--- config.mk ---
export PLATFORM = sky130hd
export DESIGN_NAME = iou_box_track_table
export DESIGN_NICKNAME = d
export VERILOG_FILES = /design/src/rtl/ibtt_pkg.sv /design/src/rtl/iou_box_track_table.sv /design/src/rtl/ibtt_cell.sv /design/src/rtl/ibtt_iou.sv
export SDC_FILE = /design/constraint.sdc
export NUM_CORES = 2
export LEC_CHECK = 0
export BUFFER_PORTS_ARGS = -buffer_cell sky130_fd_sc_hd__clkbuf_2
export CORE_UTILIZATION = 55
export DETAILED_ROUTE_END_ITERATION = 7
export PLACE_DENSITY_LB_ADDON = 0.2
export SLEW_MARGIN = 40
export SYNTH_ARGS = -nofsm -noshare
export SYNTH_HDL_FRONTEND = slang
export SYNTH_SLANG_ARGS = --single-unit
--- constraint.sdc ---
create_clock -name i_clk -period 14.2 [get_ports i_clk]
set_clock_uncertainty 0.15 [all_clocks]
set_input_delay 1.42 -clock i_clk [delete_from_list [all_inputs] [get_ports i_clk]]
set_output_delay 1.42 -clock i_clk [all_outputs]
set_load 0.005 [all_outputs]
--- src/rtl/ibtt_pkg.sv ---
// Shared types and constants of the IoU box track table.
// No dependencies; all other files bar the checker use it by scoped names.
`default_nettype none

package ibtt_pkg;

    // match count width and its limits
    localparam int unsigned CNT_W = 8;
    localparam logic [CNT_W-1:0] MAX_COUNT_RST = 8'd10;
    localparam logic [CNT_W-1:0] COUNT_STEP    = 8'd2;
    localparam logic [CNT_W-1:0] NEW_COUNT     = 8'd1;

    // IoU above 0.2 means 5 * intersection above union
    localparam int unsigned IOU_RATIO = 5;

    // request codes
    localparam logic REQ_OBS  = 1'b0;
    localparam logic REQ_TICK = 1'b1;

    // register stages in the IoU unit, and the width of the drain counter
    localparam int unsigned IOU_LAT = 3;
    localparam int unsigned LAT_W   = 2;

    typedef enum logic [1:0] {
        S_IDLE,
        S_SCAN,
        S_DRAIN,
        S_DONE
    } t_state;

    // per-cell control, driven by the sequencer
    typedef struct packed {
        logic shift;   // take box and count from the next cell in the ring
        logic decay;   // decrement a nonzero count
        logic wr;      // load the write box and count
    } t_cell_ctrl;

endpackage

`default_nettype wire

--- src/rtl/iou_box_track_table.sv ---
// IoU box track table: top level with sequencer, cell ring and IoU unit.
// Depends on ibtt_pkg, ibtt_cell and ibtt_iou.
//
// Usage
//   Input: drive the request fields and raise start; the item transfers at a
//   rising edge with start high and busy low. A frame tick (i_req_type = 1)
//   decays every nonzero count at that edge, gives no result and leaves busy
//   low. A box observation raises busy while the ring of cells rotates once
//   past the IoU unit (one entry per cycle) and the three-stage IoU pipeline
//   drains; then the matched or new cell is written, none for a dropped box.
//   Output: one result per observation, on the o_ ports for exactly one cycle
//   with o_result_stb high, registered from the final sequencer state. The
//   receiver cannot hold it off; busy is already low in that cycle, so the
//   next item may transfer then. No new observation is taken before the last
//   one has its result; the one-entry-per-cycle ring rotation sets the pace.
//   Configuration: i_cfg_we with i_cfg_data writes the count limit; write
//   only while busy is low.
//   Reset: synchronous, active low; clears the entry count, all match counts
//   and the control state, and sets the count limit to 10.
`default_nettype none

module iou_box_track_table #(
    parameter int ENTRIES    = 16,
    parameter int COORD_BITS = 12
) (
    input  wire logic                                i_clk,
    input  wire logic                                i_rst_n,
    input  wire logic                                start,
    output logic                                     busy,
    input  wire logic                                i_req_type,
    input  wire logic [COORD_BITS-1:0]               i_box_left,
    input  wire logic [COORD_BITS-1:0]               i_box_top,
    input  wire logic [COORD_BITS-1:0]               i_box_right,
    input  wire logic [COORD_BITS-1:0]               i_box_bottom,
    input  wire logic                                i_cfg_we,
    input  wire logic [ibtt_pkg::CNT_W-1:0]          i_cfg_data,
    output logic                                     o_result_stb,
    output logic [$clog2(ENTRIES+1)-1:0]             o_entry_id,
    output logic                                     o_is_new,
    output logic                                     o_table_full,
    output logic [ibtt_pkg::CNT_W-1:0]               o_match_count
);

    localparam int CNT_W = ibtt_pkg::CNT_W;
    localparam int BOX_W = 4 * COORD_BITS;
    localparam int ID_W  = $clog2(ENTRIES + 1);
    localparam int IDX_W = (ENTRIES > 1) ? $clog2(ENTRIES) : 1;
    localparam int LAT_W = ibtt_pkg::LAT_W;

    ibtt_pkg::t_state r_state, n_state;
    logic [IDX_W-1:0] r_scan_idx, n_scan_idx;
    logic [LAT_W-1:0] r_drain, n_drain;
    logic [ID_W-1:0]  r_entry_count;
    logic [CNT_W-1:0] r_max_count;
    logic [BOX_W-1:0] r_new_box;

    logic             r_found;
    logic [IDX_W-1:0] r_match_idx;
    logic [CNT_W-1:0] r_match_cnt;

    logic             r_stb;
    logic [ID_W-1:0]  r_entry_id;
    logic             r_is_new;
    logic             r_table_full;
    logic [CNT_W-1:0] r_count_out;

    logic accept, tick_accept, obs_accept;
    logic shift, done, scan_valid, full, wr_en;
    logic [IDX_W-1:0] wr_idx;
    logic [CNT_W-1:0] wr_count;
    logic [CNT_W:0]   sum_count;
    logic [CNT_W-1:0] sat_count;

    logic [BOX_W-1:0] w_box [ENTRIES];
    logic [CNT_W-1:0] w_cnt [ENTRIES];

    logic             res_valid, res_match;
    logic [IDX_W-1:0] res_idx;
    logic [CNT_W-1:0] res_count;

    assign busy        = (r_state != ibtt_pkg::S_IDLE);
    assign accept      = start && !busy;
    assign tick_accept = accept && (i_req_type == ibtt_pkg::REQ_TICK);
    assign obs_accept  = accept && (i_req_type == ibtt_pkg::REQ_OBS);

    // sequencer
    always_comb begin
        n_state    = r_state;
        n_scan_idx = r_scan_idx;
        n_drain    = r_drain;
        shift      = 1'b0;
        done       = 1'b0;
        unique case (r_state)
            ibtt_pkg::S_IDLE: begin
                n_scan_idx = '0;
                if (obs_accept) begin
                    n_state = ibtt_pkg::S_SCAN;
                end
            end
            ibtt_pkg::S_SCAN: begin
                shift      = 1'b1;
                n_scan_idx = r_scan_idx + IDX_W'(1);
                n_drain    = '0;
                if (r_scan_idx == IDX_W'(ENTRIES - 1)) begin
                    n_scan_idx = '0;
                    n_state    = ibtt_pkg::S_DRAIN;
                end
            end
            ibtt_pkg::S_DRAIN: begin
                n_drain = r_drain + LAT_W'(1);
                if (r_drain == LAT_W'(ibtt_pkg::IOU_LAT - 1)) begin
                    n_state = ibtt_pkg::S_DONE;
                end
            end
            ibtt_pkg::S_DONE: begin
                done    = 1'b1;
                n_state = ibtt_pkg::S_IDLE;
            end
            default: begin
                n_state = ibtt_pkg::S_IDLE;
            end
        endcase
    end

    always_ff @(posedge i_clk) begin
        if (!i_rst_n) begin
            r_state    <= ibtt_pkg::S_IDLE;
            r_scan_idx <= '0;
            r_drain    <= '0;
        end else begin
            r_state    <= n_state;
            r_scan_idx <= n_scan_idx;
            r_drain    <= n_drain;
        end
    end

    // only filled entries take part in the scan
    assign scan_valid = (r_state == ibtt_pkg::S_SCAN)
                        && (ID_W'(r_scan_idx) < r_entry_count);

    // update decision
    assign full      = (r_entry_count >= ID_W'(ENTRIES));
    assign sum_count = {1'b0, r_match_cnt} + {1'b0, ibtt_pkg::COUNT_STEP};
    assign sat_count = (sum_count > {1'b0, r_max_count}) ? r_max_count
                                                          : sum_count[CNT_W-1:0];
    assign wr_en     = done && (r_found || !full);
    assign wr_idx    = r_found ? r_match_idx : r_entry_count[IDX_W-1:0];
    assign wr_count  = r_found ? sat_count : ibtt_pkg::NEW_COUNT;

    // ring of cells: cell k takes from cell k+1, cell 0 feeds the IoU unit
    for (genvar k = 0; k < ENTRIES; k++) begin : g_cell
        localparam int NK = (k + 1) % ENTRIES;
        ibtt_pkg::t_cell_ctrl ctrl;

        always_comb begin
            ctrl.shift = shift;
            ctrl.decay = tick_accept;
            ctrl.wr    = wr_en && (wr_idx == IDX_W'(k));
        end

        ibtt_cell #(
            .COORD_BITS (COORD_BITS)
        ) u_cell (
            .i_clk       (i_clk),
            .i_rst_n     (i_rst_n),
            .i_ctrl      (ctrl),
            .i_nbr_box   (w_box[NK]),
            .i_nbr_count (w_cnt[NK]),
            .i_wr_box    (r_new_box),
            .i_wr_count  (wr_count),
            .o_box       (w_box[k]),
            .o_count     (w_cnt[k])
        );
    end

    ibtt_iou #(
        .COORD_BITS (COORD_BITS),
        .IDX_W      (IDX_W)
    ) u_iou (
        .i_clk     (i_clk),
        .i_rst_n   (i_rst_n),
        .i_valid   (scan_valid),
        .i_idx     (r_scan_idx),
        .i_count   (w_cnt[0]),
        .i_old_box (w_box[0]),
        .i_new_box (r_new_box),
        .o_valid   (res_valid),
        .o_match   (res_match),
        .o_idx     (res_idx),
        .o_count   (res_count)
    );

    // hold the observed box for the whole scan
    always_ff @(posedge i_clk) begin
        if (obs_accept) begin
            r_new_box <= {i_box_bottom, i_box_right, i_box_top, i_box_left};
        end
    end

    // keep the first match in table order
    always_ff @(posedge i_clk) begin
        if (!i_rst_n) begin
            r_found <= 1'b0;
        end else begin
            priority if (obs_accept) begin
                r_found <= 1'b0;
            end else if (res_valid && res_match && !r_found) begin
                r_found <= 1'b1;
            end else begin
                r_found <= r_found;
            end
        end
    end

    always_ff @(posedge i_clk) begin
        if (res_valid && res_match && !r_found) begin
            r_match_idx <= res_idx;
            r_match_cnt <= res_count;
        end
    end

    always_ff @(posedge i_clk) begin
        if (!i_rst_n) begin
            r_entry_count <= '0;
            r_max_count   <= ibtt_pkg::MAX_COUNT_RST;
            r_stb         <= 1'b0;
        end else begin
            if (i_cfg_we) begin
                r_max_count <= i_cfg_data;
            end
            if (done && !r_found && !full) begin
                r_entry_count <= r_entry_count + ID_W'(1);
            end
            r_stb <= done;
        end
    end

    // result payload
    always_ff @(posedge i_clk) begin
        if (done) begin
            priority if (r_found) begin
                r_entry_id   <= ID_W'(r_match_idx) + ID_W'(1);
                r_is_new     <= 1'b0;
                r_table_full <= 1'b0;
                r_count_out  <= sat_count;
            end else if (full) begin
                r_entry_id   <= '0;
                r_is_new     <= 1'b0;
                r_table_full <= 1'b1;
                r_count_out  <= '0;
            end else begin
                r_entry_id   <= r_entry_count + ID_W'(1);
                r_is_new     <= 1'b1;
                r_table_full <= 1'b0;
                r_count_out  <= ibtt_pkg::NEW_COUNT;
            end
        end
    end

    assign o_result_stb  = r_stb;
    assign o_entry_id    = r_entry_id;
    assign o_is_new      = r_is_new;
    assign o_table_full  = r_table_full;
    assign o_match_count = r_count_out;

endmodule

`default_nettype wire

--- src/rtl/ibtt_cell.sv ---
// One table cell: a stored box and its match count, linked into a ring.
// Depends on ibtt_pkg for the count width and the control struct.
`default_nettype none

module ibtt_cell #(
    parameter int COORD_BITS = 12
) (
    input  wire logic                          i_clk,
    input  wire logic                          i_rst_n,
    input  wire ibtt_pkg::t_cell_ctrl          i_ctrl,
    input  wire logic [4*COORD_BITS-1:0]       i_nbr_box,
    input  wire logic [ibtt_pkg::CNT_W-1:0]    i_nbr_count,
    input  wire logic [4*COORD_BITS-1:0]       i_wr_box,
    input  wire logic [ibtt_pkg::CNT_W-1:0]    i_wr_count,
    output logic      [4*COORD_BITS-1:0]       o_box,
    output logic      [ibtt_pkg::CNT_W-1:0]    o_count
);

    logic [4*COORD_BITS-1:0]    r_box;
    logic [4*COORD_BITS-1:0]    n_box;
    logic [ibtt_pkg::CNT_W-1:0] r_count;
    logic [ibtt_pkg::CNT_W-1:0] n_count;

    always_comb begin
        n_box   = r_box;
        n_count = r_count;
        priority if (i_ctrl.wr) begin
            n_box   = i_wr_box;
            n_count = i_wr_count;
        end else if (i_ctrl.shift) begin
            n_box   = i_nbr_box;
            n_count = i_nbr_count;
        end else if (i_ctrl.decay && r_count != '0) begin
            n_count = r_count - ibtt_pkg::CNT_W'(1);
        end else begin
            // hold
            n_box   = r_box;
            n_count = r_count;
        end
    end

    // box needs no reset: an entry is only read once it has been written
    always_ff @(posedge i_clk) begin
        r_box <= n_box;
    end

    always_ff @(posedge i_clk) begin
        if (!i_rst_n) begin
            r_count <= '0;
        end else begin
            r_count <= n_count;
        end
    end

    assign o_box   = r_box;
    assign o_count = r_count;

endmodule

`default_nettype wire

--- src/rtl/ibtt_iou.sv ---
// Three-stage IoU test of a stored box against the new box: overlap and
// side lengths, then products, then union and ratio compare. Uses ibtt_pkg.
`default_nettype none

module ibtt_iou #(
    parameter int COORD_BITS = 12,
    parameter int IDX_W      = 4
) (
    input  wire logic                          i_clk,
    input  wire logic                          i_rst_n,
    input  wire logic                          i_valid,
    input  wire logic [IDX_W-1:0]              i_idx,
    input  wire logic [ibtt_pkg::CNT_W-1:0]    i_count,
    input  wire logic [4*COORD_BITS-1:0]       i_old_box,
    input  wire logic [4*COORD_BITS-1:0]       i_new_box,
    output logic                               o_valid,
    output logic                               o_match,
    output logic      [IDX_W-1:0]              o_idx,
    output logic      [ibtt_pkg::CNT_W-1:0]    o_count
);

    localparam int CW = COORD_BITS;
    localparam int SW = COORD_BITS + 1;       // signed difference
    localparam int PW = 2 * SW;               // signed product
    localparam int UW = 2 * SW + 2;           // union and scaled intersection

    logic [CW-1:0] a_l, a_t, a_r, a_b, b_l, b_t, b_r, b_b;
    logic [CW-1:0] min_r, max_l, min_b, max_t;
    logic signed [SW-1:0] n_w, n_h;

    assign a_l = i_old_box[CW-1:0];
    assign a_t = i_old_box[2*CW-1:CW];
    assign a_r = i_old_box[3*CW-1:2*CW];
    assign a_b = i_old_box[4*CW-1:3*CW];
    assign b_l = i_new_box[CW-1:0];
    assign b_t = i_new_box[2*CW-1:CW];
    assign b_r = i_new_box[3*CW-1:2*CW];
    assign b_b = i_new_box[4*CW-1:3*CW];

    assign min_r = (a_r < b_r) ? a_r : b_r;
    assign max_l = (a_l > b_l) ? a_l : b_l;
    assign min_b = (a_b < b_b) ? a_b : b_b;
    assign max_t = (a_t > b_t) ? a_t : b_t;
    assign n_w   = $signed({1'b0, min_r}) - $signed({1'b0, max_l});
    assign n_h   = $signed({1'b0, min_b}) - $signed({1'b0, max_t});

    // stage 1: clamped overlap sides and signed box sides
    logic [CW-1:0]        r_w, r_h;
    logic signed [SW-1:0] r_ax, r_ay, r_bx, r_by;
    // stage 2: products
    logic [2*CW-1:0]      r_inter;
    logic signed [PW-1:0] r_area_a, r_area_b;
    // stage 3: decision
    logic                 r_match;

    logic r_v1, r_v2, r_v3;
    logic [IDX_W-1:0] r_idx1, r_idx2, r_idx3;
    logic [ibtt_pkg::CNT_W-1:0] r_cnt1, r_cnt2, r_cnt3;

    logic signed [UW-1:0] n_uni, n_scaled, n_inter_x;
    logic                 n_match;

    always_comb begin
        n_inter_x = $signed(UW'(r_inter));
        n_uni     = UW'(r_area_a) + UW'(r_area_b) - n_inter_x;
        n_scaled  = $signed(UW'(ibtt_pkg::IOU_RATIO)) * n_inter_x;
        n_match   = !n_uni[UW-1] && (n_uni != '0) && (n_scaled > n_uni);
    end

    always_ff @(posedge i_clk) begin
        r_w  <= (!n_w[SW-1] && n_w != '0) ? n_w[CW-1:0] : '0;
        r_h  <= (!n_h[SW-1] && n_h != '0) ? n_h[CW-1:0] : '0;
        r_ax <= $signed({1'b0, a_r}) - $signed({1'b0, a_l});
        r_ay <= $signed({1'b0, a_b}) - $signed({1'b0, a_t});
        r_bx <= $signed({1'b0, b_r}) - $signed({1'b0, b_l});
        r_by <= $signed({1'b0, b_b}) - $signed({1'b0, b_t});

        r_inter  <= r_w * r_h;
        r_area_a <= r_ax * r_ay;
        r_area_b <= r_bx * r_by;

        r_match <= n_match;

        r_idx1 <= i_idx;
        r_idx2 <= r_idx1;
        r_idx3 <= r_idx2;
        r_cnt1 <= i_count;
        r_cnt2 <= r_cnt1;
        r_cnt3 <= r_cnt2;
    end

    always_ff @(posedge i_clk) begin
        if (!i_rst_n) begin
            r_v1 <= 1'b0;
            r_v2 <= 1'b0;
            r_v3 <= 1'b0;
        end else begin
            r_v1 <= i_valid;
            r_v2 <= r_v1;
            r_v3 <= r_v2;
        end
    end

    assign o_valid = r_v3;
    assign o_match = r_match;
    assign o_idx   = r_idx3;
    assign o_count = r_cnt3;

endmodule

`default_nettype wire

; ---- Word level (Yosys, flattened, before mapping)
; Index checks and enable logic that the tools add are counted.
[op_classes]
n_addsub = 29
multipliers = 4
order_cmp = 8
n_eq_ne = 23
mux = 102
n_bitwise = 2
reduce_logical = 110
[op_table]
columns = operator, count
row1 = $mux W48, 32
row2 = $mux W8, 51
row3 = $reduce_bool A8 Y1, 16
row4 = $sub A8 B1 Y8 const B, 16
row5 = $sub A12 B12 Y13, 6
row6 = $mul A13 B13 Y26, 2
row7 = $mux W12, 4
row8 = $reduce_bool A3 Y1, 16
row9 = $logic_and A1 B1 Y1, 45
row10 = $reduce_bool A2 Y1, 19
row11 = $eq A4 B4 Y1 const B, 9
row12 = $gt A28 B28 Y1, 1
row13 = $reduce_bool A28 Y1, 1
row14 = $sub A28 B25 Y28, 1
row15 = $add A26 B26 Y27, 1
row16 = $mul A3 B24 Y27 const A, 1
row17 = $reduce_bool A13 Y1, 2
row18 = $gt A12 B12 Y1, 2
row19 = $lt A12 B12 Y1, 2
row20 = $mul A12 B12 Y24, 1
row21 = $eq A4 B3 Y1 const B, 4
row22 = $mux W5, 2
row23 = $add A8 B2 Y9 const B, 1
row24 = $gt A9 B8 Y1, 1
row25 = other kinds (24), 42
[word_totals]
register_bits = 1186
in_bits = 61
output_inout_bits = 17

; ---- Depth between registers and ports, before layout
[logic_depth]
word_depth = 8
mapped_depth = 29

; ---- Cells and area by module
; A second synthesis with hierarchy kept.
[hier_totals]
hier_cells = 6814
area_unflattened_um2 = 77874.7
[by_module_without_submodules]
columns = mod, n_inst, cells_per_inst, area_per_inst_um2
row1 = ibtt_cell, 16, 184, 2677.6
row2 = ibtt_iou, 1, 3531, 30837.1
row3 = iou_box_track_table, 1, 339, 4196.5

; ---- Worst setup path after synthesis
; OpenSTA, ideal clock, no wires.
[synth_path]
kind = register -> register
from = register r_state[0]
to = register g_cell[13].u_cell.r_count, in the netlist g_cell[13].u_cell.o_count[7]
t_arrival_ns = 6.317
required_time_ns = 13.975
slack_ns = 7.657
path_stages_with_launch = 11
synth_period_minus_slack_ns = 6.543
path_cell_list = dfxtp_1 ha_1 nor2b_1 nand2_1 o21ai_0 a21oi_1 inv_1 o21ai_1 nor2_1 a21oi_1 o22ai_1
[synth_between]
word_cells_on_any_way = 14
cone_classes = 2 x eq/ne / 4 x mux / 8 x reduce/logical
[synth_rtl]
columns = item, line
row1 = start: declaration, iou_box_track_table.sv:50  ; ibtt_pkg::t_state r_state, n_state;
row2 = start signal: assignment, iou_box_track_table.sv:127  ; r_state <= ibtt_pkg::S_IDLE;
row3 = start signal: assignment, iou_box_track_table.sv:131  ; r_state <= n_state;
row4 = $eq A2 B2 Y1 *, iou_box_track_table.sv:93  ; unique case (r_state)
row5 = $mux W1 *, iou_box_track_table.sv:93
row6 = via done, iou_box_track_table.sv:68  ; logic shift, done, scan_valid, full, wr_en;
row7 = $logic_and A1 B1 Y1 *, iou_box_track_table.sv:146  ; assign wr_en = done && (r_found || !full);
row8 = $logic_and A1 B1 Y1 *, iou_box_track_table.sv:158  ; ctrl.wr = wr_en && (wr_idx == IDX_W'(k));
row9 = $reduce_bool A3 Y1 (no source line) / $mux W8 (equally long branches), -
row10 = end signal: assignment, ibtt_cell.sv:51  ; r_count <= n_count;
row11 = end: declaration, ibtt_cell.sv:21  ; logic [ibtt_pkg::CNT_W-1:0] r_count;
; The timed path passes the listed nets; every way through them passes the cells marked *.
; A chain may end at the register's enable or synchronous reset.

; ---- Worst setup path after layout
[layout_path]
from = register u_iou.r_ax[7]
to = register u_iou.r_area_a[25]
[layout_between]
elab_chain_cells = 1
[layout_lines]
columns = item, line
row1 = start: declaration, ibtt_iou.sv:49  ; logic signed [SW-1:0] r_ax, r_ay, r_bx, r_by;
row2 = start signal: assignment, ibtt_iou.sv:73  ; r_ax <= $signed({1'b0, a_r}) - $signed({1'b0, a_l});
row3 = $mul A13 B13 Y26, ibtt_iou.sv:79  ; r_area_a <= r_ax * r_ay;
row4 = end signal: assignment, ibtt_iou.sv:79
row5 = end: declaration, ibtt_iou.sv:52  ; logic signed [PW-1:0] r_area_a, r_area_b;
; No other way between the ends.

==> reports/metrics.csv <==
stage;metric;value;unit
grt;All-Layer GR Usage;26.3;%
drt;total wire length;178000;microns
cells_and_area;most frequent cells in the layout;edfxtp_1 (843), mux2_2 (742), inv_1 (655), ha_1 (488), nand2_1 (486);
placed_design;Placed Cells;8207;
yosys;Mapped Area;74400;sq um
setup_path;slowest CP cell;dfxtp_1;
floorplan;core area;134000;sq um
setup_path;crit path kind;flip-flop to flip-flop;
cells_and_area;Final Core Density;60.8;%
drt;vias per cell;5.69;
setup_path;CP arrival;6.96;ns
cells_and_area;Inserted Diodes;0;
floorplan;Initial Util;55.6;%
cells_and_area;final std cells w/o fill;8449;
clock_network;buffer depth of the longest clock path;3;
yosys;register area share after synthesis;43.2;%
clock_network;Num CTS Buffers;132;
floorplan;Die X;370;microns
yosys;fraction of registers with async set/reset;0;%
timing;Achievable Freq;154;MHz
placed_design;Placement Setup Slack;7.72;ns
job;maxcap violations;0;
yosys;Synth Warn #;0;
yosys;syn_nets;7540;
grt;vias in the first global route;48200;
setup_path;Crit path largest cell delay;0.67;ns
floorplan;io pins;78;
setup_path;Max FO, Critical Path;13;
grt;total grt overflow;0;
clock_network;# hold bufs at CTS;0;
grt;initial antenna violation count;1;
yosys;post-synth cell types;87;
grt;pin count of the biggest net entering global routing;120;
placed_design;IO Port Bufs;77;
timing;Final Worst Setup Slack;7.71;ns
yosys;Gate Count Post-Synth;6557;
drt;via count;48100;
timing;Min Clock Period, post-route;6.49;ns
clock_network;Post-CTS Setup Inserts;0;
setup_path;Worst R2R Start;u_iou.r_ax[7]$_DFF_P_;
cells_and_area;Layout area overhead;9.30;%
placed_design;GP Congestion;0.917;
clock_network;CTS tree;done;
worst_hold_path;Cells on Worst Hold Path;0;
drt;DRC violations left;0;
timing;Setup violations, final;0;
clock_network;Clock Pin Slew Worst Setup and Hold Paths;0.06;ns
grt;global-route wire length before repair;280000;microns
floorplan;die area;137000;sq um
drt;initial detailed-routing violation count;3591;
setup_path;FF-to-FF path depth;21;
timing;Final Max Slew Viols;0;
timing;Tightest Pin Transition;0.876;ns
setup_path;most frequent CP cell;fa_1;
clock_network;clk_lat worst skew;0.79;ns
worst_hold_path;Hold/Removal Path Class;flip-flop to flip-flop;
cells_and_area;Layout Nets;7557;
drt;WL per Instance;21.1;microns
timing;Final period util;45.7;%
timing;RSZ-0062 raised after global routing;no;
yosys;Mapped Avg Cell Area;11.4;sq um
status;outcome;completed;
yosys;synthesized flop and latch total;1186;
timing;Setup TNS;0;ns
setup_path;endpoint class of the critical path;flip-flop;
drt;Routed Antenna Nets;0;
yosys;top_reg_cell synth;edfxtp_1;
cells_and_area;most common cell after layout, fill and taps aside;edfxtp_1;
worst_hold_path;min-delay src;u_iou.r_idx2[0]$_DFF_P_;
placed_design;HPWL after DPL;125000;microns
setup_path;crit start category;flip-flop;
setup_path;setup slack, reg-to-reg;7.71;ns
setup_path;crit-path cells;nand2_1 > fa_1 > inv_1 > fa_1 > fa_1 > inv_1 > fa_1 > fa_1 > inv_1 > ha_1 > ha_1 > o21ai_0 > o21ai_1 > a2111oi_2 > o31ai_1 > o21a_1 > o21ai_1 > nand2b_1 > a211o_1 > o31a_1 > xnor2_1;
clock_network;Root Driver;clkbuf_16;
floorplan;Chip Height;370;microns
yosys;number of enable flip-flop cells after synthesis;843;
clock_network;Post-CTS Resized;0;
worst_hold_path;Hold Path Sink;u_iou.o_idx[0]$_DFF_P_;
floorplan;Rows;134;
cells_and_area;share of layout cells above drive strength 1;17.8;%
clock_network;CTS H-tree depth;4;
timing;worst rel slew slack;41.6;%
setup_path;r2r endpoint;u_iou.r_area_a[25]$_DFF_P_;
setup_path;CP required;14.66;ns
clock_network;Sink Count;1186;
drt;Initial DRT Pass Iterations;5;
timing;final count of hold timing violations;0;
-- metal layers --
metal	share of wire (%)	track usage, %
met4	2.7	7.97
met1	47	38.7
met3	5.2	3.25
met2	45	40.8
met5	0	0
-- critical path: cells and delay by family (launching register included) --
| family | cells | cell delay [ns] |
|---|---|---|
| AOI/OAI and AO/OA | 8 | 1.89 |
| and+or+nand+nor | 2 | 0.25 |
| buffers and inverters | 3 | 0.15 |
| xor gates and xnor gates | 1 | 0.12 |
| adders and majority gates | 7 | 3.14 |
| DFF | 1 | 0.67 |
-- state kept, by name, indices dropped and copies added, names as in the netlist, 24 cells and up --
register               flops
g_cell.u_cell.o_box      768
g_cell.u_cell.o_count    128
r_new_box                 48
u_iou.r_area_a            26
u_iou.r_area_b            26
u_iou.r_inter             24
-- cell type report --
cell class / count / area [sq um]
Clock inverter: 73 / 811
Fill cell: 10700 / 52400
Inverter: 657 / 2470
Clock buffer: 168 / 3520
Timing Repair Buffer: 176 / 1160
Multi-Input combinational cell: 4421 / 39000
Tap cell: 1768 / 2210
Sequential cell: 1186 / 32200
-- how the worst max path moves through the flow --
stage,start,to,slack [ns],cells after the start
final,u_iou.r_ax[7]$_DFF_P_,u_iou.r_area_a[25]$_DFF_P_,7.71,21
after global routing,u_iou.r_by[1]$_DFF_P_,u_iou.r_area_b[25]$_DFF_P_,7.31,21
after CTS,u_iou.r_by[1]$_DFF_P_,u_iou.r_area_b[25]$_DFF_P_,7.71,21
after detailed placement,u_iou.r_by[1]$_DFF_P_,u_iou.r_area_b[25]$_DFF_P_,7.72,21
after global placement,u_iou.r_by[1]$_DFF_P_,u_iou.r_area_b[25]$_DFF_P_,7.81,21
after floorplan,r_state[0]$_SDFFE_PN0P_,g_cell[13].u_cell.o_count[7]$_SDFFE_PN0P_,7.66,10
-- synth_stat cells (9+ instances only) --
master	count	area, sq um
edfxtp_1	843	25300
mux2_2	742	8360
inv_1	656	2460
ha_1	489	6120
nand2_1	487	1830
nor2_1	442	1660
fa_1	433	8670
dfxtp_1	343	6870
a21oi_1	337	1690
clkbuf_1	234	878
o21ai_0	192	961
and2_1	185	1160
xnor2_1	169	1480
o22ai_1	133	832
xor2_1	94	823
a21o_1	79	593
nand2b_1	79	494
nor3_1	69	345
o21a_1	41	308
mux2i_1	38	380
nor2b_1	38	238
nor4_1	38	238
buf_1	37	139
nand3_1	37	185
a31oi_1	32	200
a21boi_0	25	188
nand4_1	21	131
buf_2	20	100
and3_1	19	119
o21bai_1	18	135
or3_1	18	113
a211oi_1	17	128
o21ai_1	16	80.1
or2_2	12	75.1
o211ai_1	9	67.6
o31a_1	9	78.8
-- through the flow --
step                cell area, sq um  hold WS [ns]
finish                         81400         0.172
detailed placement             77000         0.162
CTS                            81300         0.173
global route                   81400         0.172
global placement               77000         0.160
floorplan                      74400         0.160
-- cells by family (layout without fill, tap and decap cells) --
group	count (synthesis)	count (layout)	synth area share [%]
and+or+nand+nor	1462	1462	9.04
AOI/OAI and AO/OA	994	994	8.20
DFF	1186	1186	43.2
xor gates and xnor gates	263	263	3.09
muxes	780	780	11.7
adders and majority gates	922	922	19.9
buffers and inverters	950	1074	4.83
Power is left out: the tool's default activity adds up to more than one toggle a clock period on the data nets, which glitch-free logic cannot reach.
